===== config.mk =====
export PLATFORM = sky130hd
export DESIGN_NAME = jfdm_queue
export DESIGN_NICKNAME = d
export VERILOG_FILES = /design/src/rtl/core/jfdm_pkg.sv /design/src/rtl/core/jfdm_queue.sv
export SDC_FILE = /design/constraint.sdc
export NUM_CORES = 1
export LEC_CHECK = 0
export ABC_AREA = 1
export BUFFER_PORTS_ARGS = -buffer_cell sky130_fd_sc_hd__buf_2
export CAP_MARGIN = 0
export CORE_UTILIZATION = 49
export DETAILED_ROUTE_END_ITERATION = 12
export PLACE_DENSITY_LB_ADDON = 0.15
export RECOVER_POWER = 25
export SLEW_MARGIN = 40
export SYNTH_ARGS = -nofsm -noshare
export SYNTH_HDL_FRONTEND = slang
export SYNTH_SLANG_ARGS = --single-unit

===== constraint.sdc =====
create_clock -name clock -period 4.05 [get_ports clock]
set_clock_uncertainty 0.2 [all_clocks]
set_input_delay 0.405 -clock clock [delete_from_list [all_inputs] [get_ports clock]]
set_output_delay 0.405 -clock clock [all_outputs]
set_load 0.05 [all_outputs]

===== src/rtl/core/jfdm_pkg.sv =====
// shared types, character codes and constants of the joystick frame drive mixer
package jfdm_pkg;

   // frame characters
   localparam logic [7:0] CH_M    = 8'h6D;
   localparam logic [7:0] CH_S    = 8'h73;
   localparam logic [7:0] CH_F    = 8'h66;
   localparam logic [7:0] CH_ZERO = 8'h30;
   localparam logic [7:0] CH_NINE = 8'h39;

   localparam int unsigned AXIS_W  = 17;
   localparam int unsigned COORD_W = AXIS_W + 1;
   localparam int unsigned GEAR_W  = 4;
   localparam int unsigned DUTY_W  = 16;
   localparam int unsigned PROD_W  = AXIS_W + GEAR_W;

   localparam logic [AXIS_W-1:0] CENTER_RESET   = 17'd8000;
   localparam logic [AXIS_W-1:0] DEADBAND_RESET = 17'd500;
   localparam logic [GEAR_W-1:0] GEAR_RESET     = 4'd1;

   localparam logic [2:0] DIGITS_PER_AXIS = 3'd5;

   // mixing thresholds on centred magnitudes
   localparam logic [AXIS_W-1:0] STILL_LIMIT = 17'd20;
   localparam logic [AXIS_W-1:0] ALONG_LIMIT = 17'd10;
   localparam logic [AXIS_W-1:0] SPOT_LIMIT  = 17'd10;

   // floor(n / 10) = (n * DIV10_RECIP) >> DIV10_SHIFT for every n below 2**22
   localparam logic [PROD_W-1:0] DIV10_RECIP = 21'd1677722;
   localparam int unsigned       DIV10_SHIFT = 24;
   localparam int unsigned       QUOT_W      = 2 * PROD_W - DIV10_SHIFT;

   localparam logic [DUTY_W-1:0] DUTY_MAX = 16'hFFFF;

   localparam int unsigned QUEUE_DEPTH = 4;

   // configuration register indexes
   localparam int unsigned CSR_INDEX_W = 1;
   localparam logic [CSR_INDEX_W-1:0] CSR_CENTER_OFFSET = 1'd0;
   localparam logic [CSR_INDEX_W-1:0] CSR_DEADBAND      = 1'd1;

   typedef enum logic [3:0] {
      PH_IDLE = 4'd0,
      PH_GEAR = 4'd1,
      PH_SCHK = 4'd2,
      PH_XDIG = 4'd3,
      PH_FCHK = 4'd4,
      PH_YDIG = 4'd5,
      PH_TAIL = 4'd6
   } phase_type;

   // one evaluation request from the parser to the mixer
   typedef struct packed {
      logic signed [COORD_W-1:0] x_pos;
      logic signed [COORD_W-1:0] y_pos;
      logic [GEAR_W-1:0]         gear;
   } cmd_type;

   function automatic logic signed [COORD_W-1:0] center_axis(
      input logic [AXIS_W-1:0] raw,
      input logic [AXIS_W-1:0] offset,
      input logic [AXIS_W-1:0] dead);
      logic signed [COORD_W-1:0] diff;
      logic [COORD_W-1:0]        size;
      diff = signed'({1'b0, raw}) - signed'({1'b0, offset});
      size = diff[COORD_W-1] ? COORD_W'(-diff) : COORD_W'(diff);
      if (size < {1'b0, dead}) begin
         diff = '0;
      end
      return diff;
   endfunction

endpackage


===== src/rtl/core/jfdm_queue.sv =====
// short request queue between the parser and the mixer
module jfdm_queue #(
   parameter int unsigned DEPTH = jfdm_pkg::QUEUE_DEPTH
) (
   input  logic              clock,
   input  logic              reset,
   input  logic              push_valid,
   input  jfdm_pkg::cmd_type push_cmd,
   output logic              push_ready,
   output logic              pop_valid,
   output jfdm_pkg::cmd_type pop_cmd,
   input  logic              pop_ready
);

   localparam int unsigned PTR_W = (DEPTH > 1) ? $clog2(DEPTH) : 1;
   localparam int unsigned CNT_W = $clog2(DEPTH + 1);

   jfdm_pkg::cmd_type mem_ff [DEPTH];
   logic [PTR_W-1:0]  wr_ff, wr_in;
   logic [PTR_W-1:0]  rd_ff, rd_in;
   logic [CNT_W-1:0]  count_ff, count_in;
   logic              do_push;
   logic              do_pop;

   assign push_ready = (count_ff != CNT_W'(DEPTH));
   assign pop_valid  = (count_ff != '0);
   assign pop_cmd    = mem_ff[rd_ff];
   assign do_push    = push_valid & push_ready;
   assign do_pop     = pop_valid & pop_ready;

   always_comb begin
      wr_in    = wr_ff;
      rd_in    = rd_ff;
      count_in = count_ff;
      if (do_push) begin
         wr_in = (wr_ff == PTR_W'(DEPTH - 1)) ? '0 : wr_ff + PTR_W'(1);
      end
      if (do_pop) begin
         rd_in = (rd_ff == PTR_W'(DEPTH - 1)) ? '0 : rd_ff + PTR_W'(1);
      end
      unique case ({do_push, do_pop})
         2'b10:   count_in = count_ff + CNT_W'(1);
         2'b01:   count_in = count_ff - CNT_W'(1);
         default: count_in = count_ff;
      endcase
   end

   always_ff @(posedge clock) begin
      if (do_push) begin
         mem_ff[wr_ff] <= push_cmd;
      end
   end

   always_ff @(posedge clock) begin
      if (reset) begin
         wr_ff    <= '0;
         rd_ff    <= '0;
         count_ff <= '0;
      end else begin
         wr_ff    <= wr_in;
         rd_ff    <= rd_in;
         count_ff <= count_in;
      end
   end

`ifndef SYNTHESIS
   a_count_bound: assert property (@(posedge clock) disable iff (reset)
      count_ff <= CNT_W'(DEPTH))
      else $error("queue count beyond depth");
   a_no_lost_push: assert property (@(posedge clock) disable iff (reset)
      push_valid |-> push_ready)
      else $error("request pushed into a full queue");
`endif

endmodule


==> results of run 1 <==
power breakdown:
group / switching, mW / leakage, nW / internal [mW]
clock network: 0.611 / 0.300 / 1.03
registers: 0.0880 / 1.54 / 2.11
logic: 1.60 / 1.01 / 0.487
layer usage:
layer | vias to the layer above | track usage, %
met5 | - | 0
met3 | 21 | 5.62
li1 | 1946 | -
met4 | 0 | 9.38
met2 | 118 | 32.5
met1 | 1976 | 25.1
stage by stage:
step / utilization, % / power, mW
after detailed placement: 55.0 / 4.29
after global routing: 62.6 / 6.19
after CTS: 62.7 / 5.97
after global placement: 54.8 / 4.25
after floorplan: - / 3.91
final: 62.6 / 5.93
flip-flops by register name, indices dropped and copies added (netlist names), named ones only:
name      count
mem_ff      160
wr_ff         2
count_ff      3
rd_ff         2
area by class of cell:
type	instances	share of cell area [%]
clock buffers	24	6.12
clock inverters	8	1.46
inverters	18	0.997
multi-input cells	245	15.7
flip-flops and latches	169	62.1
well taps	172	2.68
repair buffers	132	10.9
logic make-up after synthesis:
kind of cell | count (synthesis)
flip-flops | 169
AO/OA/AOI/OAI | 126
AND/OR/NAND/NOR | 112
buffers and inverters | 43
adder cells (fa/ha/maj) | 7
worst max-delay path by stage:
stage                             endpoint                     start  cells past startpoint  slack (ns)
detailed placement             pop_cmd[10]                  register                      4        1.63
CTS                             pop_cmd[7]                  register                      4        1.13
floorplan           mem_ff[0][0]$_DFFE_PP_  count_ff[1]$_SDFFE_PP0P_                      4        0.94
global route                   pop_cmd[10]                  register                      5        1.24
finish                         pop_cmd[10]                  register                      5        1.35
global placement               pop_cmd[17]                  register                      4        1.66
cells in the mapped netlist (all sizes together):
library cell,count
nand4,1
fa,1
a21oi,4
nand2,14
nand3,1
ha,6
buf,25
nor2,94
inv,18
o22ai,40
edfxtp,160
o21ai,82
nand3b,2
dfxtp,9
cell usage in the layout, fill, tap and decap left out:
cell           instances
dfxtp_1                7
o21ai_2                3
nand2_2                2
nand2_4                1
nand3b_1               2
clkinvlp_4             1
nor2_1                89
o21ai_0               12
dfxtp_2                1
bufinv_16              3
buf_4                  7
nand3_1                1
buf_2                 61
nand2_1               11
dfxtp_4                1
nor2_2                 1
clkbuf_16             17
inv_1                 17
clkbuf_8               4
inv_12                 1
ha_1                   6
a21oi_1                4
clkinv_2               4
nor2_4                 4
o22ai_1               40
fa_1                   1
nand4_1                1
buf_12                 1
edfxtp_1             160
dlygate4sd3_1         38
clkbuf_1              27
o21ai_1               67
buf_16                 1
what timing repair did:
action,in CTS,in global routing
endpoints found under the hold margin,146,0
hold buffers,38,0
setup endpoints to repair,0,0
==> impl_metrics.tcl, run 1 <==
set metrics [dict create \
    io_pins 86 \
    p_leak_nw 2.86 \
    min_period_ns 2.70 \
    crit_type "register to output port" \
    cts_buffers 17 \
    arrival_ns 2.09 \
    hpwlAfterDp_um 7450 \
    grt_pass1_vias 3947 \
    diodes 0 \
    drcViolationCount 0 \
    initial_core_util_pct 51.2 \
    port_buffers 85 \
    vdd_ir_drop_max_v 0.000602 \
    wl_per_cell_um 17.0 \
    ctsResizeCount 0 \
    fill_cells 1013 \
    gp_congestion 0.756 \
    worst_pin_slew_ns 0.758 \
    rr_worst_depth 5 \
    cts_tree "done" \
    wl_um 13000 \
    grt_max_degree 82 \
    cts.clk_slew.worst_paths_ns 0.06 \
    drive_gt1_share_pct 19.0 \
    final_cells 768 \
    track_usage_pct 20.1 \
    postRouteAntennaNets 0 \
    antenna_found_initial 0 \
    syn2layout_area_growth_pct 22.4 \
    grt_overflow_total 0 \
    fin_ws_ns 1.35 \
    finalInstanceArea_mm2 0.00803 \
    wl_met3_um 660 \
    cts_buffer_depth 2 \
    dieArea_mm2 0.0139 \
    multi_input_area_mm2 0.00126 \
    fmax_mhz 371 \
    worstReg2RegEnd "mem_ff[0][31]$_DFFE_PP_" \
    maxCapViolations 0 \
    yosys.area_share.simple_pct 6.80 \
    post-route-period-util_pct 66.6 \
    relSlewSlack_pct 49.4 \
    synth_compound_area_share_pct 10.5 \
    core-area_mm2 0.0128 \
    finalMaxSlewViolations 0 \
    wl_met2_um 6480 \
    syn-num-nets 508 \
    first_pass_iters 6 \
    hold_ws_ns 0.0860 \
    cpMaxStageDelayCell "dfxtp_4" \
    cp-end-kind "output port" \
    seq_area_frac_synth_pct 75.9 \
    rows 41 \
    place_area_mm2 0.00705 \
    clock_sink_count 169 \
    synth.top_cell.area_share_pct 73.2 \
    power-per-cell-area_mw_per_mm2 738 \
    hold_violations 0 \
    dr_total_vias 4061 \
    cp_max_fo 80 \
    ys_seq_elements 169 \
    setup_violations 0 \
    yosys.area.top_type "edfxtp_1" \
    die_x_um 118 \
    clk_latency_ns 0.42 \
    synth.area.top_cells "edfxtp_1, nor2_1, o21ai_1, o22ai_1, dfxtp_1" \
    synth_xor_area_share_pct 0 \
    rrSetupSlack_ns 1.78 \
    synth_area_per_cell_um2 14.4 \
    crit_chain "buf_12, inv_12, nor2_1, o22ai_1, buf_2" \
    outcome "complete, no violations" \
    cts_setup_buffers 0 \
    crit_buf_inv 3 \
    hold_depth 1 \
    synthAdderAreaFrac_pct 1.45 \
    synth_top_family_by_area "compound AO/OA/AOI/OAI gates" \
    critical-path-max-stage-delay_ns 0.47 \
    tns_ns 0 \
    drt_iter0_markers 378 \
    routed.top_layer "met4" \
    htreeDepth 4 \
    register_area_mm2 0.00499 \
    hold_path_end "mem_ff[0][32]$_DFFE_PP_" \
    cp_top_family "buffers and inverters" \
    wl_met1_um 5610 \
    dp_cells 697 \
    grt_pass1_wl_um 20800 \
    ys_types 24 \
    muxShareOfSynthArea_pct 0 \
    ys_warn_count 0 \
    cp-start-kind "register" \
    viasPerCell 5.29 \
    timing.rr.start "count_ff[1]$_SDFFE_PP0P_" \
    netlist_area_mm2 0.00657 \
    pre_cts_slack_ns 1.63 \
    worstHoldPathType "input port to register" \
    syn_inst 457 \
    root_buffer "clkbuf_16" \
    nNetsFinal 634 \
    rsz0062_at_grt "false" \
    worstHoldStart "push_cmd[32]" \
    die_height_um 118 \
    worstPathRequired_ns 3.44 \
]
Power figures use the tool's default switching activity.
==> run 2, diff against run 1 <==
Clock period 4.05 ns to 2.36 ns, I/O delays scaled along.
==> impl_metrics.tcl, run 2 (synthesized netlist as in run 1, its figures left out) <==
set metrics [dict create \
    outcome "complete, no violations" \
    maxCapViolations 0 \
    place_area_mm2 0.00712 \
    gp_congestion 0.779 \
    hpwlAfterDp_um 6700 \
    worst_pin_slew_ns 0.357 \
    crit_chain "inv_1, buf_12, o21ai_1, o22ai_1, buf_2" \
    cp-start-kind "register" \
    cts_tree "done" \
    grt_overflow_total 0 \
    largest_reg_flops 160 \
    clk_latency_ns 0.42 \
    htreeDepth 4 \
    cp_top_family "buffers and inverters" \
    finalInstanceArea_mm2 0.00827 \
    worstReg2RegEnd "count_ff[2]$_SDFFE_PP0P_" \
    total_power_mw 10.7 \
    vdd_ir_drop_max_v 0.000678 \
    core-area_mm2 0.0128 \
    worstHoldPathType "register to register" \
    wl_met3_um 709 \
    final_util_pct 64.5 \
    diodes 0 \
    tns_ns 0 \
    final_cells 777 \
    crit_path_end "pop_cmd[33]" \
    p_int_mw 6.72 \
    syn2layout_area_growth_pct 26.0 \
    dieArea_mm2 0.0139 \
    layout_commonest_cell "edfxtp_1" \
    rows 41 \
    routed.top_layer "met4" \
    hold_violations 0 \
    grt_pass1_vias 3940 \
    dr_total_vias 4006 \
    top_register "mem_ff" \
    cpMaxStageDelayCell "dfxtp_4" \
    cp-end-kind "output port" \
    track_usage_pct 19.6 \
    cp.depth 5 \
    cts_buffer_depth 2 \
    top_regs "mem_ff: 160 flops, count_ff: 3 flops" \
    grt_pass1_wl_um 20600 \
    io_pins 86 \
    drt_iter0_markers 278 \
    first_pass_iters 4 \
    wl_met2_um 6230 \
    postRouteAntennaNets 0 \
    pwr-share-comb_pct 34.5 \
    root_buffer "clkbuf_16" \
    wl_um 12800 \
    grt_max_degree 81 \
    seqPwrFrac_pct 35.1 \
    min_period_ns 2.22 \
    fin_ws_ns 0.136 \
    dp_cells 697 \
    timing.rr.start "count_ff[1]$_SDFFE_PP0P_" \
    p_sw_share_pct 37.1 \
    wl_per_cell_um 16.5 \
    crit_type "register to output port" \
    die_height_um 118 \
    rsz0062_at_grt "false" \
    cp_max_fo 40 \
    nNetsFinal 643 \
    relSlewSlack_pct 76.2 \
    critical-path-max-stage-delay_ns 0.41 \
    power.clock.fraction_pct 30.4 \
    power-per-cell-area_mw_per_mm2 1290 \
    rrSetupSlack_ns 0.32 \
    fmax_mhz 450 \
    crit_buf_inv 3 \
    die_x_um 118 \
    p_leak_nw 2.96 \
    fill_cells 999 \
    arrival_ns 1.79 \
    cts.clk_slew.worst_paths_ns 0.06 \
    finalMaxSlewViolations 0 \
    worstPathRequired_ns 1.92 \
    viasPerCell 5.16 \
    initial_core_util_pct 51.2 \
    wl_met1_um 5680 \
    port_buffers 85 \
    clock_sink_count 169 \
    post-route-period-util_pct 94.2 \
    hold_ws_ns 0.341 \
    drive_gt1_share_pct 18.8 \
    drcViolationCount 0 \
    final_cell_mix "edfxtp_1, nor2_1, o21ai_1" \
    setup_violations 0 \
    rr_worst_depth 11 \
    switchingPower_mw 3.97 \
    pre_cts_slack_ns 0.348 \
    antenna_found_initial 0 \
    cts_buffers 17 \
]
## run 2: how the worst min path moves through the flow
| stage | cells past startpoint | startpoint | end |
|---|---|---|---|
| CTS | 2 | rd_ff[1]$_SDFFE_PP0P_ | register |
| global route | 2 | count_ff[0]$_SDFFE_PP0P_ | count_ff[0]$_SDFFE_PP0P_ |
| detailed placement | 1 | push_cmd[30] | mem_ff[0][30]$_DFFE_PP_ |
| global placement | 1 | push_cmd[30] | mem_ff[2][30]$_DFFE_PP_ |
| finish | 2 | rd_ff[1]$_SDFFE_PP0P_ | register |
| floorplan | 0 | push_cmd[0] | mem_ff[0][0]$_DFFE_PP_ |
## run 2: routing by layer
layer,global-route usage [%],vias to the layer above
li1,-,1965
met1,24.8,1920
met2,32.1,107
met3,4.65,14
met4,8.57,0
met5,0,-
## run 2: worst min-delay path, stage by stage, from the launching register on
cell     delay (ns)
dfxtp_1        0.31
a21oi_1        0.12
nor2_1         0.07
## run 2: power groups by stage
stage                     Clock [mW]  Sequential, mW  Combinational [mW]
after floorplan                    0            3.75                2.96
after global placement             0            3.84                3.55
after detailed placement           0            3.85                3.59
after CTS                       3.31            3.77                3.70
after global routing            3.41            3.79                3.94
final                           3.25            3.76                3.69
## run 2: area by class of cell
cell class                      instances  area (um^2)  share of cell area [%]
Sequential cell                       169         4990                    60.3
Multi-Input combinational cell        245         1260                    15.3
Timing Repair Buffer                  141         1020                    12.3
Clock buffer                           17          425                    5.14
Clock inverter                         15          278                    3.36
Tap cell                              172          215                    2.60
Inverter                               18         80.1                   0.968
## run 2: what timing repair did
item | 4_1_cts | 5_1_grt
endpoints found under the hold margin | 169 | 0
setup endpoints to repair | 5 | 2
resized for setup | 0 | 1
hold buffers | 45 | 0
setup buffers | 1 | 2
