[src/rtl/core/jfdm_pkg.sv]
// shared types, character codes and constants of the joystick frame drive mixer
package jfdm_pkg;

   // frame characters
   localparam logic [7:0] CH_M    = 8'h6D;
   localparam logic [7:0] CH_S    = 8'h73;
   localparam logic [7:0] CH_F    = 8'h66;
   localparam logic [7:0] CH_ZERO = 8'h30;
   localparam logic [7:0] CH_NINE = 8'h39;

   localparam int unsigned AXIS_W  = 17;
   localparam int unsigned COORD_W = AXIS_W + 1;
   localparam int unsigned GEAR_W  = 4;
   localparam int unsigned DUTY_W  = 16;
   localparam int unsigned PROD_W  = AXIS_W + GEAR_W;

   localparam logic [AXIS_W-1:0] CENTER_RESET   = 17'd8000;
   localparam logic [AXIS_W-1:0] DEADBAND_RESET = 17'd500;
   localparam logic [GEAR_W-1:0] GEAR_RESET     = 4'd1;

   localparam logic [2:0] DIGITS_PER_AXIS = 3'd5;

   // mixing thresholds on centred magnitudes
   localparam logic [AXIS_W-1:0] STILL_LIMIT = 17'd20;
   localparam logic [AXIS_W-1:0] ALONG_LIMIT = 17'd10;
   localparam logic [AXIS_W-1:0] SPOT_LIMIT  = 17'd10;

   // floor(n / 10) = (n * DIV10_RECIP) >> DIV10_SHIFT for every n below 2**22
   localparam logic [PROD_W-1:0] DIV10_RECIP = 21'd1677722;
   localparam int unsigned       DIV10_SHIFT = 24;
   localparam int unsigned       QUOT_W      = 2 * PROD_W - DIV10_SHIFT;

   localparam logic [DUTY_W-1:0] DUTY_MAX = 16'hFFFF;

   localparam int unsigned QUEUE_DEPTH = 4;

   // configuration register indexes
   localparam int unsigned CSR_INDEX_W = 1;
   localparam logic [CSR_INDEX_W-1:0] CSR_CENTER_OFFSET = 1'd0;
   localparam logic [CSR_INDEX_W-1:0] CSR_DEADBAND      = 1'd1;

   typedef enum logic [3:0] {
      PH_IDLE = 4'd0,
      PH_GEAR = 4'd1,
      PH_SCHK = 4'd2,
      PH_XDIG = 4'd3,
      PH_FCHK = 4'd4,
      PH_YDIG = 4'd5,
      PH_TAIL = 4'd6
   } phase_type;

   // one evaluation request from the parser to the mixer
   typedef struct packed {
      logic signed [COORD_W-1:0] x_pos;
      logic signed [COORD_W-1:0] y_pos;
      logic [GEAR_W-1:0]         gear;
   } cmd_type;

   function automatic logic signed [COORD_W-1:0] center_axis(
      input logic [AXIS_W-1:0] raw,
      input logic [AXIS_W-1:0] offset,
      input logic [AXIS_W-1:0] dead);
      logic signed [COORD_W-1:0] diff;
      logic [COORD_W-1:0]        size;
      diff = signed'({1'b0, raw}) - signed'({1'b0, offset});
      size = diff[COORD_W-1] ? COORD_W'(-diff) : COORD_W'(diff);
      if (size < {1'b0, dead}) begin
         diff = '0;
      end
      return diff;
   endfunction

endpackage

[src/rtl/core/jfdm_front.sv]
// frame parser: takes received bytes, tracks the frame and issues mixer requests
module jfdm_front (
   input  logic                              clock,
   input  logic                              reset,
   input  logic                              req_valid,
   output logic                              req_ready,
   input  logic [7:0]                        req_rx_byte,
   input  logic                              csr_we,
   input  logic [jfdm_pkg::CSR_INDEX_W-1:0]  csr_index,
   input  logic [jfdm_pkg::AXIS_W-1:0]       csr_wdata,
   output logic                              push_valid,
   output jfdm_pkg::cmd_type                 push_cmd,
   input  logic                              push_ready
);

   jfdm_pkg::phase_type                      phase_ff, phase_in;
   logic [2:0]                               count_ff, count_in;
   logic [jfdm_pkg::AXIS_W-1:0]              accum_ff, accum_in;
   logic                                     newx_ff, newx_in;
   logic                                     newy_ff, newy_in;
   logic [jfdm_pkg::AXIS_W-1:0]              rawx_ff, rawx_in;
   logic signed [jfdm_pkg::COORD_W-1:0]      x_ff, x_in;
   logic signed [jfdm_pkg::COORD_W-1:0]      y_ff, y_in;
   logic [jfdm_pkg::GEAR_W-1:0]              gear_ff, gear_in;
   logic [jfdm_pkg::AXIS_W-1:0]              center_ff, center_in;
   logic [jfdm_pkg::AXIS_W-1:0]              dead_ff, dead_in;

   logic                                     accept;
   logic                                     is_digit;
   logic [3:0]                               digit;
   logic [jfdm_pkg::AXIS_W+2:0]              accum_mul;
   logic [jfdm_pkg::AXIS_W-1:0]              accum_next;
   logic [2:0]                               count_next;
   logic [7:0]                               digit_wide;

   assign req_ready  = push_ready;
   assign accept     = req_valid & push_ready;
   assign is_digit   = (req_rx_byte >= jfdm_pkg::CH_ZERO) && (req_rx_byte <= jfdm_pkg::CH_NINE);
   assign digit_wide = req_rx_byte - jfdm_pkg::CH_ZERO;
   assign digit      = digit_wide[3:0];
   // accum * 10 + digit as shift and add, kept to 17 bits
   assign accum_mul  = {accum_ff, 3'b000} + {2'b00, accum_ff, 1'b0}
                       + {{(jfdm_pkg::AXIS_W-1){1'b0}}, digit};
   assign accum_next = accum_mul[jfdm_pkg::AXIS_W-1:0];
   assign count_next = count_ff + 3'd1;

   always_comb begin
      phase_in   = phase_ff;
      count_in   = count_ff;
      accum_in   = accum_ff;
      newx_in    = newx_ff;
      newy_in    = newy_ff;
      rawx_in    = rawx_ff;
      x_in       = x_ff;
      y_in       = y_ff;
      gear_in    = gear_ff;
      center_in  = center_ff;
      dead_in    = dead_ff;
      push_valid = 1'b0;

      if (csr_we) begin
         unique case (csr_index)
            jfdm_pkg::CSR_CENTER_OFFSET: center_in = csr_wdata;
            jfdm_pkg::CSR_DEADBAND:      dead_in   = csr_wdata;
            default: ;
         endcase
      end

      if (accept) begin
         unique case (phase_ff)
            jfdm_pkg::PH_GEAR: begin
               if (!is_digit) begin
                  phase_in = jfdm_pkg::PH_IDLE;
               end else begin
                  gear_in  = digit + 4'd1;
                  phase_in = jfdm_pkg::PH_SCHK;
               end
            end
            jfdm_pkg::PH_SCHK: begin
               if (req_rx_byte == jfdm_pkg::CH_S) begin
                  count_in = '0;
                  accum_in = '0;
                  phase_in = jfdm_pkg::PH_XDIG;
               end else begin
                  phase_in = jfdm_pkg::PH_FCHK;
               end
            end
            jfdm_pkg::PH_XDIG, jfdm_pkg::PH_YDIG: begin
               if (!is_digit) begin
                  // broken frame: drop the coordinates gathered so far
                  newx_in  = 1'b0;
                  newy_in  = 1'b0;
                  phase_in = jfdm_pkg::PH_IDLE;
               end else begin
                  accum_in = accum_next;
                  count_in = count_next;
                  if (count_next >= jfdm_pkg::DIGITS_PER_AXIS) begin
                     count_in = '0;
                     if (phase_ff == jfdm_pkg::PH_XDIG) begin
                        rawx_in  = accum_next;
                        newx_in  = 1'b1;
                        phase_in = jfdm_pkg::PH_FCHK;
                     end else begin
                        newy_in  = 1'b1;
                        phase_in = jfdm_pkg::PH_TAIL;
                     end
                  end
               end
            end
            jfdm_pkg::PH_FCHK: begin
               if (req_rx_byte == jfdm_pkg::CH_F) begin
                  count_in = '0;
                  accum_in = '0;
                  phase_in = jfdm_pkg::PH_YDIG;
               end else begin
                  phase_in = jfdm_pkg::PH_TAIL;
               end
            end
            jfdm_pkg::PH_TAIL: begin
               if (newx_ff) begin
                  x_in = jfdm_pkg::center_axis(rawx_ff, center_ff, dead_ff);
               end
               if (newy_ff) begin
                  y_in = jfdm_pkg::center_axis(accum_ff, center_ff, dead_ff);
               end
               newx_in    = 1'b0;
               newy_in    = 1'b0;
               phase_in   = jfdm_pkg::PH_IDLE;
               push_valid = 1'b1;
            end
            default: begin
               // waiting for frame start; stray bytes re-evaluate the current position
               if (req_rx_byte == jfdm_pkg::CH_M) begin
                  newx_in  = 1'b0;
                  newy_in  = 1'b0;
                  count_in = '0;
                  phase_in = jfdm_pkg::PH_GEAR;
               end else begin
                  phase_in   = jfdm_pkg::PH_IDLE;
                  push_valid = 1'b1;
               end
            end
         endcase
      end

      push_cmd.x_pos = x_in;
      push_cmd.y_pos = y_in;
      push_cmd.gear  = gear_ff;
   end

   always_ff @(posedge clock) begin
      if (reset) begin
         phase_ff  <= jfdm_pkg::PH_IDLE;
         count_ff  <= '0;
         accum_ff  <= '0;
         newx_ff   <= 1'b0;
         newy_ff   <= 1'b0;
         rawx_ff   <= '0;
         x_ff      <= '0;
         y_ff      <= '0;
         gear_ff   <= jfdm_pkg::GEAR_RESET;
         center_ff <= jfdm_pkg::CENTER_RESET;
         dead_ff   <= jfdm_pkg::DEADBAND_RESET;
      end else begin
         phase_ff  <= phase_in;
         count_ff  <= count_in;
         accum_ff  <= accum_in;
         newx_ff   <= newx_in;
         newy_ff   <= newy_in;
         rawx_ff   <= rawx_in;
         x_ff      <= x_in;
         y_ff      <= y_in;
         gear_ff   <= gear_in;
         center_ff <= center_in;
         dead_ff   <= dead_in;
      end
   end

`ifndef SYNTHESIS
   a_no_push_mid_frame: assert property (@(posedge clock) disable iff (reset)
      (accept && (phase_ff == jfdm_pkg::PH_GEAR || phase_ff == jfdm_pkg::PH_SCHK ||
                  phase_ff == jfdm_pkg::PH_XDIG || phase_ff == jfdm_pkg::PH_FCHK ||
                  phase_ff == jfdm_pkg::PH_YDIG)) |-> !push_valid)
      else $error("mixer request issued in the middle of a frame");
   a_digit_count_bound: assert property (@(posedge clock) disable iff (reset)
      count_ff < jfdm_pkg::DIGITS_PER_AXIS)
      else $error("digit count passed the field length");
`endif

endmodule

[config.mk]
export PLATFORM = sky130hd
export DESIGN_NAME = jfdm_front
export DESIGN_NICKNAME = d
export VERILOG_FILES = /design/src/rtl/core/jfdm_pkg.sv /design/src/rtl/core/jfdm_front.sv
export SDC_FILE = /design/constraint.sdc
export NUM_CORES = 1
export LEC_CHECK = 0
export BUFFER_PORTS_ARGS = -buffer_cell sky130_fd_sc_hd__buf_2
export CORE_UTILIZATION = 61
export DETAILED_ROUTE_END_ITERATION = 12
export PLACE_DENSITY_LB_ADDON = 0.05
export SETUP_SLACK_MARGIN = 0.5
export SYNTH_ARGS = -nofsm -noshare
export SYNTH_HDL_FRONTEND = slang
export SYNTH_SLANG_ARGS = --single-unit
[constraint.sdc]
create_clock -name clock -period 7.35 [get_ports clock]
set_input_delay 1.47 -clock clock [delete_from_list [all_inputs] [get_ports clock]]
set_output_delay 1.47 -clock clock [all_outputs]
set_load 0.02 [all_outputs]
==> key figures, run 1 <==
Outcome
  • Status: complete, no violations

STA
  • Setup TNS: 0 ns
  • Worst-Margin Slew: 1.10 ns
  • Final Hold Viols: 0
  • # setup viols final: 0
  • Crit share post-route: 91.9%
  • Slew headroom: 25.9%
  • Worst Clk Skew: 0.00772 ns
  • RSZ-0062 raised after global routing: no
  • Fin crit period: 6.76 ns
  • Slew Viols, Final: 0
  • Fmax: 0.148 GHz

GRT
  • First-pass GRT wire length: 36400 um
  • Vias in the first global route: 7409
  • Total GRT Usage: 31.7%
  • GRT Residual Overflow: 0
  • Largest net degree at the start of global routing: 60
  • Initial antenna violation count: 0

Drt
  • Total Wirelength: 23300 um
  • Vias per std cell: 6.01
  • DRC: 0
  • Final ANT Viol Nets: 0
  • Wire per inst: 17.3 um
  • First drt pass iteration count: 5
  • First DRT Iteration DRCs: 579
  • DR vias: 8109

Setup path
  • CP arrival: 5.29 ns
  • R2R Setup Slk: 2.39 ns
  • Reg2reg start: rawx_ff[0]
  • Kind of critical path: flip-flop to output pin
  • FF-to-FF path depth: 21
  • CP Capture Point: push_cmd[23]
  • Worst setup SP type: flip-flop
  • CP Capture Type: output pin
  • Worst Setup SP: rawx_ff[0]
  • Crit path required time: 5.88 ns
  • Crit path max fanout: 8
  • FF-to-FF End: x_ff[11]

Floorplanning
  • Initial Utilization: 62.7%
  • # rows: 43
  • Die Span Y: 122 um
  • # IOs: 73
  • Die extent in x: 122 um
  • Core area: 13900 um^2
  • Die area: 14800 um^2

Layout
  • Layout cells sized above 1: 14.5%
  • Final instance area: 9970 um^2
  • Diodes inserted: 0
  • Finished Layout Cells: 1349
  • Final nets: 1295
  • P&R area growth vs syn: 14.1%

Placed design
  • Dpl cell area: 9150 um^2
  • Routability Congestion: 0.886
  • PortBufs: 72
  • DP HPWL: 17200 um
  • Placed cells: 1302

Synthesis
  • Seq/Total Area, Yosys: 26.6%
  • Top cell type's share of synthesized area: 26.6%
  • Post-synth cell types: 82
  • Synthesized net count: 1226
  • FFs w/ async S/R, synth: 0%
  • Warnings, synthesis: 0
  • Synth area leaders: dfxtp_1 (27%), ha_1 (15%), nand2_1 (6.2%)
  • Largest area contributor in the netlist: dfxtp_1
  • #FFs+latches synth: 116
  • Top FF cell, synth: dfxtp_1
  • Synth Instances: 1089
  • Syn Std Cell Area: 8730 um^2
  • Syn avg cell area: 8.02 um^2
  • Post-synth EDFFs: 0

Min path
  • HP Start: x_ff[14]
  • Worst hold path type: flip-flop to flip-flop

Clock network
  • Max Buffers Root-to-Sink: 2
  • CTS buffer count: 17
  • Clk_lat worst skew: 0.42 ns
  • Clk slew on worst S/H paths: 0.05 ns
  • Root buf cell: clkbuf_16
  • CTS H-Tree Depth: 4
  • CTS Hold Bufs: 0
  • CTS Sinks: 116
  • CTS tree: built

Power and ir drop
  • Pwr dens: 171 nW/um^2
  • Leakage: 4.56 nW
  • Worst vdd ir: 179 uV

Job
  • Number of max-cap violations: 0
[power breakdown]
group / internal [mW] / switching (mW) / total, mW / leakage (nW)
Combinational: 0.122 / 0.191 / 0.313 / 3.35
Sequential: 0.640 / 0.00948 / 0.650 / 0.941
Clock: 0.469 / 0.276 / 0.745 / 0.262
Total: 1.23 / 0.477 / 1.71 / 4.56
[cells in the mapped netlist, types with 12 or more instances]
library cell / n
a211oi_1: 12
a21oi_1: 89
a21o_1: 21
inv_1: 60
a22o_1: 30
o21a_1: 15
nand2_1: 145
ha_1: 102
clkbuf_1: 37
nor2_1: 85
nand3_1: 19
xnor2_1: 43
xor2_1: 28
dfxtp_1: 116
a31oi_1: 14
nor3_1: 17
nor2b_1: 47
o21ai_0: 36
[how the worst min path moves through the flow]
stage,slack (ns),cells after the start,to
global placement,0.44,2,x_ff[14]
CTS,0.45,2,x_ff[14]
finish,0.45,2,x_ff[14]
floorplan,0.42,2,x_ff[0]
detailed placement,0.44,2,x_ff[14]
global route,0.47,2,dead_ff[10]
[through the flow]
step	hold slack (ns)	setup WS (ns)	util [%]	power (mW)
final	0.447	0.592	71.5	1.71
after detailed placement	0.439	0.881	65.6	0.955
after global routing	0.474	0.347	71.5	1.78
after floorplan	0.425	0.834	-	0.879
after CTS	0.450	0.533	69.5	1.70
after global placement	0.436	0.957	65.6	0.948
[worst max-delay path, stage by stage, from the launching register on]
cell and delay (ns):
dfxtp_1 0.32, inv_1 0.05, ha_1 0.22, fa_1 0.42, nor2b_1 0.18, o211a_1 0.26, o22ai_1 0.13, xnor2_1 0.32
or4_4 0.64, nor2_1 0.12, nor2_1 0.06, xor2_1 0.15, ha_1 0.30, o2111ai_1 0.12, a21o_1 0.19, a31oi_2 0.19
o2111ai_2 0.17, a211oi_2 0.29, buf_4 0.21, clkinvlp_4 0.17, o21ai_1 0.17, buf_2 0.18
[flip-flops by register name, indices dropped and copies added, names as in the netlist]
signal	flops
center_ff	17
newy_ff	1
dead_ff	17
y_ff	18
count_ff	3
phase_ff	3
newx_ff	1
accum_ff	17
x_ff	18
gear_ff	4
rawx_ff	17
[per-layer routing]
layer | global-route usage (%) | share of wire (%) | vias up
li1 | - | - | 4021
met1 | 41.7 | 45 | 3796
met2 | 50.5 | 46 | 243
met3 | 6.27 | 5.4 | 49
met4 | 13.3 | 3.0 | 0
met5 | 0 | 0 | -
[layout make-up]
cell class	instances	area [um^2]
Sequential cell	116	2330
Multi-Input combinational cell	868	6110
Fill cell	1184	3970
Clock buffer	26	509
Tap cell	180	225
Clock inverter	4	22.5
Inverter	60	229
Timing Repair Buffer	95	541
[placed cells by master, fill, tap and decap left out, drive strengths merged, types with 9 or more instances in the layout]
master  count
a22o       31
xor2       28
inv        59
nand3b     11
a21o       22
o21a       15
a211oi     13
a211o      10
a21oi      90
nand2     145
ha        102
nand2b      9
nor3       17
a31oi      14
and2       13
o21ai      37
nor2       85
nand3      19
clkbuf     26
nor2b      47
xnor2      43
or3        11
dfxtp     116
buf        95
a22oi      11
[logic make-up (layout without fill, tap and decap cells)]
group / Yosys count / in the layout / synth area share [%]
compound gates: 296 / 296 / 23.4
xor+xnor: 71 / 71 / 7.12
fa+ha+maj: 106 / 106 / 15.5
buf+inv: 105 / 185 / 5.11
flops: 116 / 116 / 26.6
mux: 3 / 3 / 0.358
simple gates: 392 / 392 / 21.9
[what timing repair did]
item | 4_1_cts | 5_1_grt
buffers inserted | 0 | 16
gates cloned | 0 | 1
resized for setup | 2 | 34
endpoints found under the setup margin | 2 | 36
pin swaps | 0 | 20
Note: power is estimated with default switching activity, not from simulation.
==> run 2: changes to the inputs <==
- CELL_PAD_IN_SITES_DETAIL_PLACEMENT: unset -> 0
- CELL_PAD_IN_SITES_GLOBAL_PLACEMENT: unset -> 2
- CORE_UTILIZATION: 61 -> 37
==> run 2 against run 1 <==
Compared with the run above: register-to-register slack better by 0.07 ns; largest cell class unchanged; critical path type unchanged; hold slack better by 0.0031 ns; flip-flop and latch count stayed put; wire length is 13% higher; combinational power is 3% higher; via count is 3.2% lower; clock skew is 0.0013 ns higher; first-iteration DRC count is 31% lower; critical path depth is 1 higher; count of clock-buffer cells in the layout is 5 lower; non-clock buffer count stayed put.
==> key figures, run 2 (synthesized netlist as in run 1, its figures left out) <==
Outcome
  • Status: complete, no violations

Placed design
  • Placed cells: 1439 (+11%)
  • PortBufs: 72 (unchanged)
  • DP HPWL: 20200 um (+17%)
  • Routability Congestion: 0.817 (-7.7%)

Clock network
  • Clk_lat worst skew: 0.42 ns (about the same)
  • Clk slew on worst S/H paths: 0.06 ns (about the same)
  • CTS tree: built
  • CTS H-Tree Depth: 4 (unchanged)
  • CTS Sinks: 116 (unchanged)
  • CTS Hold Bufs: 0 (unchanged)
  • CTS buffer count: 17 (unchanged)
  • Max Buffers Root-to-Sink: 2 (unchanged)
  • Root buf cell: clkbuf_16

Drt
  • Total Wirelength: 26300 um (+13%)
  • DRC: 0 (unchanged)
  • Vias per std cell: 5.29 (-12%)
  • Wire per inst: 17.7 um (+2.7%)
  • Final ANT Viol Nets: 0 (unchanged)
  • First DRT Iteration DRCs: 400 (-31%)
  • First drt pass iteration count: 5 (unchanged)
  • DR vias: 7850 (-3.2%)

Setup path
  • Critical path's largest stage delay: 0.52 ns (-0.12 ns)
  • Cell Chain, Critical Path: inv_1 -> ha_1 -> fa_1 -> nor2b_2 -> o21a_1 -> o21ai_0 -> a221oi_2 -> nand2_1 -> or4_4 -> nor2_1 -> nor2_1 -> xor2_1 -> ha_1 -> o2111ai_1 -> a21o_1 -> a31oi_2 -> o2111ai_2 -> a211oi_2 -> buf_4 -> inv_1 -> o21ai_0 -> buf_2
  • FF-to-FF path depth: 22 (+4.8%)
  • Reg2reg start: rawx_ff[0]
  • Kind of critical path: flip-flop to output pin
  • CP arrival: 5.20 ns (-0.09 ns)
  • Crit path max-delay family: compound AO/OA/AOI/OAI gates
  • Crit path required time: 5.88 ns (about the same)
  • Worst setup SP type: flip-flop
  • FF-to-FF End: x_ff[11]
  • Crit path max fanout: 8 (unchanged)
  • CP Capture Type: output pin
  • Buf/Inv on CP: 4 (unchanged)
  • CP max-delay cell: or4_4
  • R2R Setup Slk: 2.46 ns (+0.07 ns)

Job
  • Number of max-cap violations: 0 (unchanged)

STA
  • Slew headroom: 24.4% (-1.5 points)
  • Final Hold Viols: 0 (unchanged)
  • # setup viols final: 0 (unchanged)
  • Fmax: 0.150 GHz (+1.3%)
  • RSZ-0062 raised after global routing: yes
  • Setup TNS: 0 ns (unchanged)
  • Crit share post-route: 90.7% (-1.2 points)
  • Fin crit period: 6.67 ns (-0.0881 ns)
  • Slew Viols, Final: 0 (unchanged)
  • Worst-Margin Slew: 1.13 ns (+0.0278 ns)
  • Worst Clk Skew: 0.00905 ns (+0.00133 ns)

Power and ir drop
  • Pwr dens: 179 nW/um^2 (+4.3%)
  • Worst vdd ir: 114 uV (-37%)
  • Leakage: 4.56 nW (about the same)

Layout
  • Final Util: 44.5% (-27 points)
  • Commonest non-fill, non-tap cell in the layout: nand2_1
  • Diodes inserted: 0 (unchanged)
  • Layout cells sized above 1: 14.6% (+0.16 points)
  • Largest regs: x_ff x18, y_ff x18
  • P&R area growth vs syn: 16.8%
  • Final nets: 1295 (unchanged)
  • Finished Layout Cells: 1483 (+9.9%)
  • Commonest non-fill, non-tap cells in the layout: nand2_1 (145), dfxtp_1 (114), ha_1 (102)

GRT
  • Initial antenna violation count: 0 (unchanged)
  • Total GRT Usage: 22.0% (-9.7 points)
  • Vias in the first global route: 7306 (-1.4%)
  • Largest net degree at the start of global routing: 64 (+6.7%)
  • First-pass GRT wire length: 40900 um (+12%)
  • GRT Residual Overflow: 0 (unchanged)

Min path
  • Worst Hold Path EP: x_ff[14]
  • Hold Path Depth: 2 (unchanged)
  • Worst hold path type: flip-flop to flip-flop
  • HP Start: x_ff[14]

Floorplanning
  • Initial Utilization: 38.1% (-25 points)
  • Die area: 24200 um^2 (+64%)
  • Die Span Y: 156 um (+28%)
  • Core area: 22900 um^2 (+64%)
  • Die extent in x: 156 um (+28%)
  • # rows: 55 (+28%)
  • # IOs: 73 (unchanged)
run 2: layout make-up:
type / instances / area, um^2
Fill cell: 2394 / 12700
Tap cell: 313 / 392
Sequential cell: 116 / 2330
Inverter: 60 / 225
Clock inverter: 10 / 131
Multi-Input combinational cell: 868 / 6110
Clock buffer: 21 / 460
Timing Repair Buffer: 95 / 552
run 2: worst min-delay path: stages (launching register included):
cell and delay (ns):
dfxtp_1 0.32, nand2_1 0.05, o31ai_1 0.05
run 2: where the power goes:
| part | leakage (nW) | switching [mW] | internal [mW] | total, mW |
|---|---|---|---|---|
| clock network | 0.292 | 0.308 | 0.546 | 0.854 |
| registers | 0.941 | 0.00746 | 0.640 | 0.647 |
| logic | 3.33 | 0.199 | 0.123 | 0.322 |
run 2: worst max-delay path by stage:
stage                     cells past startpoint    startpoint  slack, ns      endpoint
final                                        22    rawx_ff[0]       0.68  push_cmd[23]
after global placement                       20   accum_ff[0]       0.66  push_cmd[13]
after global routing                         23  center_ff[8]       0.42  push_cmd[23]
after CTS                                    19   accum_ff[0]       0.53  push_cmd[13]
after floorplan                              23  center_ff[1]       0.83  push_cmd[22]
after detailed placement                     20   accum_ff[0]       0.60  push_cmd[13]
run 2: metal layers:
metal	routed length, um	track usage (%)	vias up
li1	-	-	4009
met1	13100	30.4	3712
met2	12100	35.7	107
met3	750	3.22	22
met4	260	5.46	0
met5	0	0	-
run 2: timing repair:
item,CTS,global route
hold endpoints to repair,0,0
setup buffers,0,12
gates resized for setup,8,24
pin swaps,1,11
cloned,0,1
setup endpoints to repair,23,35
run 2: metrics by stage:
step | area, um^2 | hold WS (ns) | total power [mW] | setup slack [ns]
floorplan | 8730 | 0.425 | 0.879 | 0.834
global placement | 9340 | 0.433 | 0.965 | 0.663
detailed placement | 9340 | 0.439 | 0.964 | 0.596
CTS | 9990 | 0.452 | 1.83 | 0.528
global route | 10200 | 0.474 | 1.91 | 0.417
finish | 10200 | 0.450 | 1.82 | 0.680
==> run 3: changes to the inputs <==
- ABC_AREA: unset -> 1
- CELL_PAD_IN_SITES_DETAIL_PLACEMENT: 0 -> unset
- CELL_PAD_IN_SITES_GLOBAL_PLACEMENT: 2 -> unset
- CORE_ASPECT_RATIO: unset -> 0.5
- CORE_UTILIZATION: 37 -> 62
==> run 3 against run 2 <==
Compared with the run above: global-route usage rose by 13 points; area after synthesis rose by 9.7%; maximum frequency grew 3.4%; via count up 24%; critical path type unchanged; largest cell class unchanged.
==> key figures, run 3 <==
Outcome
  • Status: complete, no violations

Synthesis
  • Synth area leaders: dfxtp_1 (24%), nand2_1 (16%), ha_1 (13%)
  • Count leader, synth: nand2_1
  • #FFs+latches synth: 116 (unchanged)
  • Post-synth EDFFs: 0 (unchanged)
  • Largest area contributor in the netlist: dfxtp_1
  • Synth Instances: 1450 (+33%)
  • Synthesized net count: 1587 (+29%)
  • Syn avg cell area: 6.61 um^2 (-18%)
  • Post-synth cell types: 45 (-45%)
  • Seq/Total Area, Yosys: 24.2% (-2.3 points)
  • Synth cell count leaders: nand2_1 (400), inv_1 (182), nor2_1 (141), a21oi_1 (118), dfxtp_1 (116)
  • FFs w/ async S/R, synth: 0% (unchanged)
  • Top FF cell, synth: dfxtp_1
  • Top cell type's share of synthesized area: 24.2% (-2.3 points)
  • Syn Std Cell Area: 9580 um^2 (+9.7%)
  • Warnings, synthesis: 0 (unchanged)

Placed design
  • DP HPWL: 20700 um (+2.6%)
  • PortBufs: 72 (unchanged)
  • Dpl ws: 1.45 ns (+0.856 ns)
  • Routability Congestion: 1.01 (+23%)
  • Placed cells: 1691 (+18%)

Clock network
  • CTS tree: built
  • Post-CTS setup buffers: 0 (unchanged)
  • Root buf cell: clkbuf_16
  • Clk slew on worst S/H paths: 0.06 ns (about the same)
  • CTS Sinks: 116 (unchanged)
  • CTS buffer count: 17 (unchanged)
  • CTS Hold Bufs: 0 (unchanged)
  • CTS resizes: 0 (-8)
  • Max Buffers Root-to-Sink: 2 (unchanged)
  • Clk_lat worst skew: 0.43 ns (about the same)
  • CTS H-Tree Depth: 4 (unchanged)

Layout
  • Final nets: 1649 (+27%)
  • Fillcell total: 1267 (-47%)
  • P&R area growth vs syn: 11.6%
  • Diodes inserted: 0 (unchanged)
  • Layout cells sized above 1: 14.1% (-0.52 points)
  • Largest regs: x_ff x18, y_ff x18
  • Commonest non-fill, non-tap cell in the layout: nand2_1
  • Commonest non-fill, non-tap cells in the layout: nand2_1 (400), inv_1 (182), nor2_1 (141)
  • Finished Layout Cells: 1723 (+16%)

Drt
  • Final ANT Viol Nets: 0 (unchanged)
  • First drt pass iteration count: 5 (unchanged)
  • Vias per std cell: 5.65 (+6.7%)
  • Total Wirelength: 27300 um (+3.8%)
  • Wire per inst: 15.8 um (-11%)
  • DR vias: 9734 (+24%)
  • DRC: 0 (unchanged)
  • First DRT Iteration DRCs: 857 (+110%)

Power and ir drop
  • Pwr dens: 183 nW/um^2 (+2.3%)
  • Worst vdd ir: 160 uV (+40%)
  • Net Sw Power: 599 uW (+16%)
  • Sequential Power Share: 33.2% (-2.3 points)
  • Leakage: 5.82 nW (+28%)
  • Internal power: 1.36 mW (+3.5%)
  • Clock share of power: 46.5% (-0.3 points)
  • Sw frac: 30.6% (+2.4 points)
  • Power share of the combinational group: 20.3% (+2.6 points)
  • Power Total: 1.95 mW (+7.2%)

Setup path
  • Critical path's largest stage delay: 0.59 ns (+0.07 ns)
  • Most used cell along the critical path: nand2_1
  • Kind of critical path: flip-flop to output pin
  • CP arrival: 4.98 ns (-0.22 ns)
  • FF-to-FF path depth: 23 (+4.5%)
  • CP Capture Type: output pin
  • Cell Chain, Critical Path: inv_1 -> ha_1 -> a21oi_1 -> o21ai_0 -> nor2_1 -> nand2_1 -> a21oi_2 -> inv_1 -> or2_2 -> xor2_1 -> ha_1 -> nand2_1 -> nor2_1 -> nand3_1 -> nand3_1 -> nand2_1 -> nand2_1 -> nand2_1 -> nand2_1 -> a21oi_1 -> nand2_4 -> nand2_1 -> nand2_1 -> buf_2
  • Buf/Inv on CP: 3 (-1)
  • CP max-delay cell: a21oi_2
  • Crit path max-delay family: simple AND/OR/NAND/NOR gates
  • Critical path depth: 24 (+9.1%)
  • Worst setup SP type: flip-flop
  • Crit path max fanout: 18 (+10)
  • Crit path required time: 5.88 ns (about the same)

STA
  • Slew headroom: 41.7% (+17 points)
  • Final setup margin: 0.897 ns (+0.217 ns)
  • Worst Clk Skew: 0.0112 ns (+0.00213 ns)
  • Slew Viols, Final: 0 (unchanged)
  • Worst-Margin Slew: 0.874 ns (-0.255 ns)
  • Final Hold Viols: 0 (unchanged)
  • # setup viols final: 0 (unchanged)
  • RSZ-0062 raised after global routing: no
  • Fmax: 0.155 GHz (+3.4%)
  • Crit share post-route: 87.8% (-2.9 points)
  • Fin crit period: 6.45 ns (-0.217 ns)
  • Hold Slack: 0.453 ns (+0.00270 ns)
  • Setup TNS: 0 ns (unchanged)

Floorplanning
  • Die Span Y: 89.9 um (-42%)
  • Die extent in x: 178 um (+14%)
  • Die area: 16000 um^2 (-34%)
  • # IOs: 73 (unchanged)
  • Core area: 14800 um^2 (-36%)
  • Initial Utilization: 64.8% (+27 points)
  • # rows: 31 (-44%)

GRT
  • Vias in the first global route: 9025 (+24%)
  • Met2 Resource Use GR: 54.0% (+18 points)
  • First-pass GRT wire length: 44200 um (+8.0%)
  • Busiest grt layer: met2
  • Met3 Use GR: 6.51% (+3.3 points)
  • GRT Residual Overflow: 0 (unchanged)
  • Met1 GRT Util: 49.4% (+19 points)
  • Total GRT Usage: 35.1% (+13 points)
  • Initial antenna violation count: 0 (unchanged)
  • Largest net degree at the start of global routing: 66 (+3.1%)

Min path
  • Hold Path Depth: 2 (unchanged)
  • Worst hold path type: flip-flop to flip-flop

Job
  • Number of max-cap violations: 0 (unchanged)
[run 3: layer usage]
| layer | wire length (um) | share of wire [%] |
|---|---|---|
| met2 | 11300 | 41 |
| met5 | 0 | 0 |
| met4 | 552 | 2.0 |
| met1 | 12500 | 46 |
| met3 | 2900 | 11 |
[run 3: power by group through the flow]
| stage | Sequential [mW] | Clock [mW] | Combinational (mW) |
|---|---|---|---|
| floorplan | 0.661 | 0 | 0.299 |
| global placement | 0.662 | 0 | 0.371 |
| detailed placement | 0.662 | 0 | 0.381 |
| CTS | 0.649 | 0.912 | 0.387 |
| global route | 0.650 | 0.938 | 0.438 |
| finish | 0.649 | 0.908 | 0.397 |
[run 3: worst paths after layout]
path                  endpoint  slack (ns)           from
setup / recovery  push_cmd[27]        0.90  center_ff[14]
hold / removal      gear_ff[1]        0.45     gear_ff[1]
setup reg to reg       x_ff[5]        2.77  center_ff[14]
hold reg to reg     gear_ff[1]        0.45     gear_ff[1]
[run 3: logic make-up after synthesis]
family          share of synthesized area [%]
fa+ha+maj                                14.2
xor+xnor                                 4.28
simple gates                             32.9
flops                                    24.2
buf+inv                                  9.44
compound gates                           15.0
[run 3: worst reg2reg max path: stages, from the launching register on]
cell and delay [ns]:
dfxtp_1 0.31, inv_1 0.07, ha_1 0.35, a21oi_1 0.28, o21ai_0 0.11, nor2_1 0.18
nand2_1 0.10, a21oi_2 0.59, inv_1 0.28, or2_2 0.37, xor2_1 0.15, ha_1 0.28
nand2_1 0.09, nor2_1 0.06, nand3_1 0.08, nand3_1 0.11, nand2_1 0.09, nand2_1 0.06
nand2_1 0.06, nand2_1 0.05, a21oi_1 0.22, nand2_4 0.26, nand2_1 0.20, a21oi_1 0.08
[run 3: area by class of cell]
cell class / instances / area [um^2] / area share, %
Multi-Input combinational cell: 1106 / 6360 / 59.5
Sequential cell: 116 / 2320 / 21.7
Tap cell: 198 / 248 / 2.32
Inverter: 193 / 724 / 6.78
Clock inverter: 12 / 179 / 1.67
Timing Repair Buffer: 78 / 405 / 3.79
Clock buffer: 20 / 457 / 4.27
[run 3: per-stage QoR]
stage	util, %	instance area [um^2]
floorplan	-	9580
global placement	68.0	10100
detailed placement	68.0	10100
CTS	72.3	10700
global route	72.3	10700
finish	72.3	10700
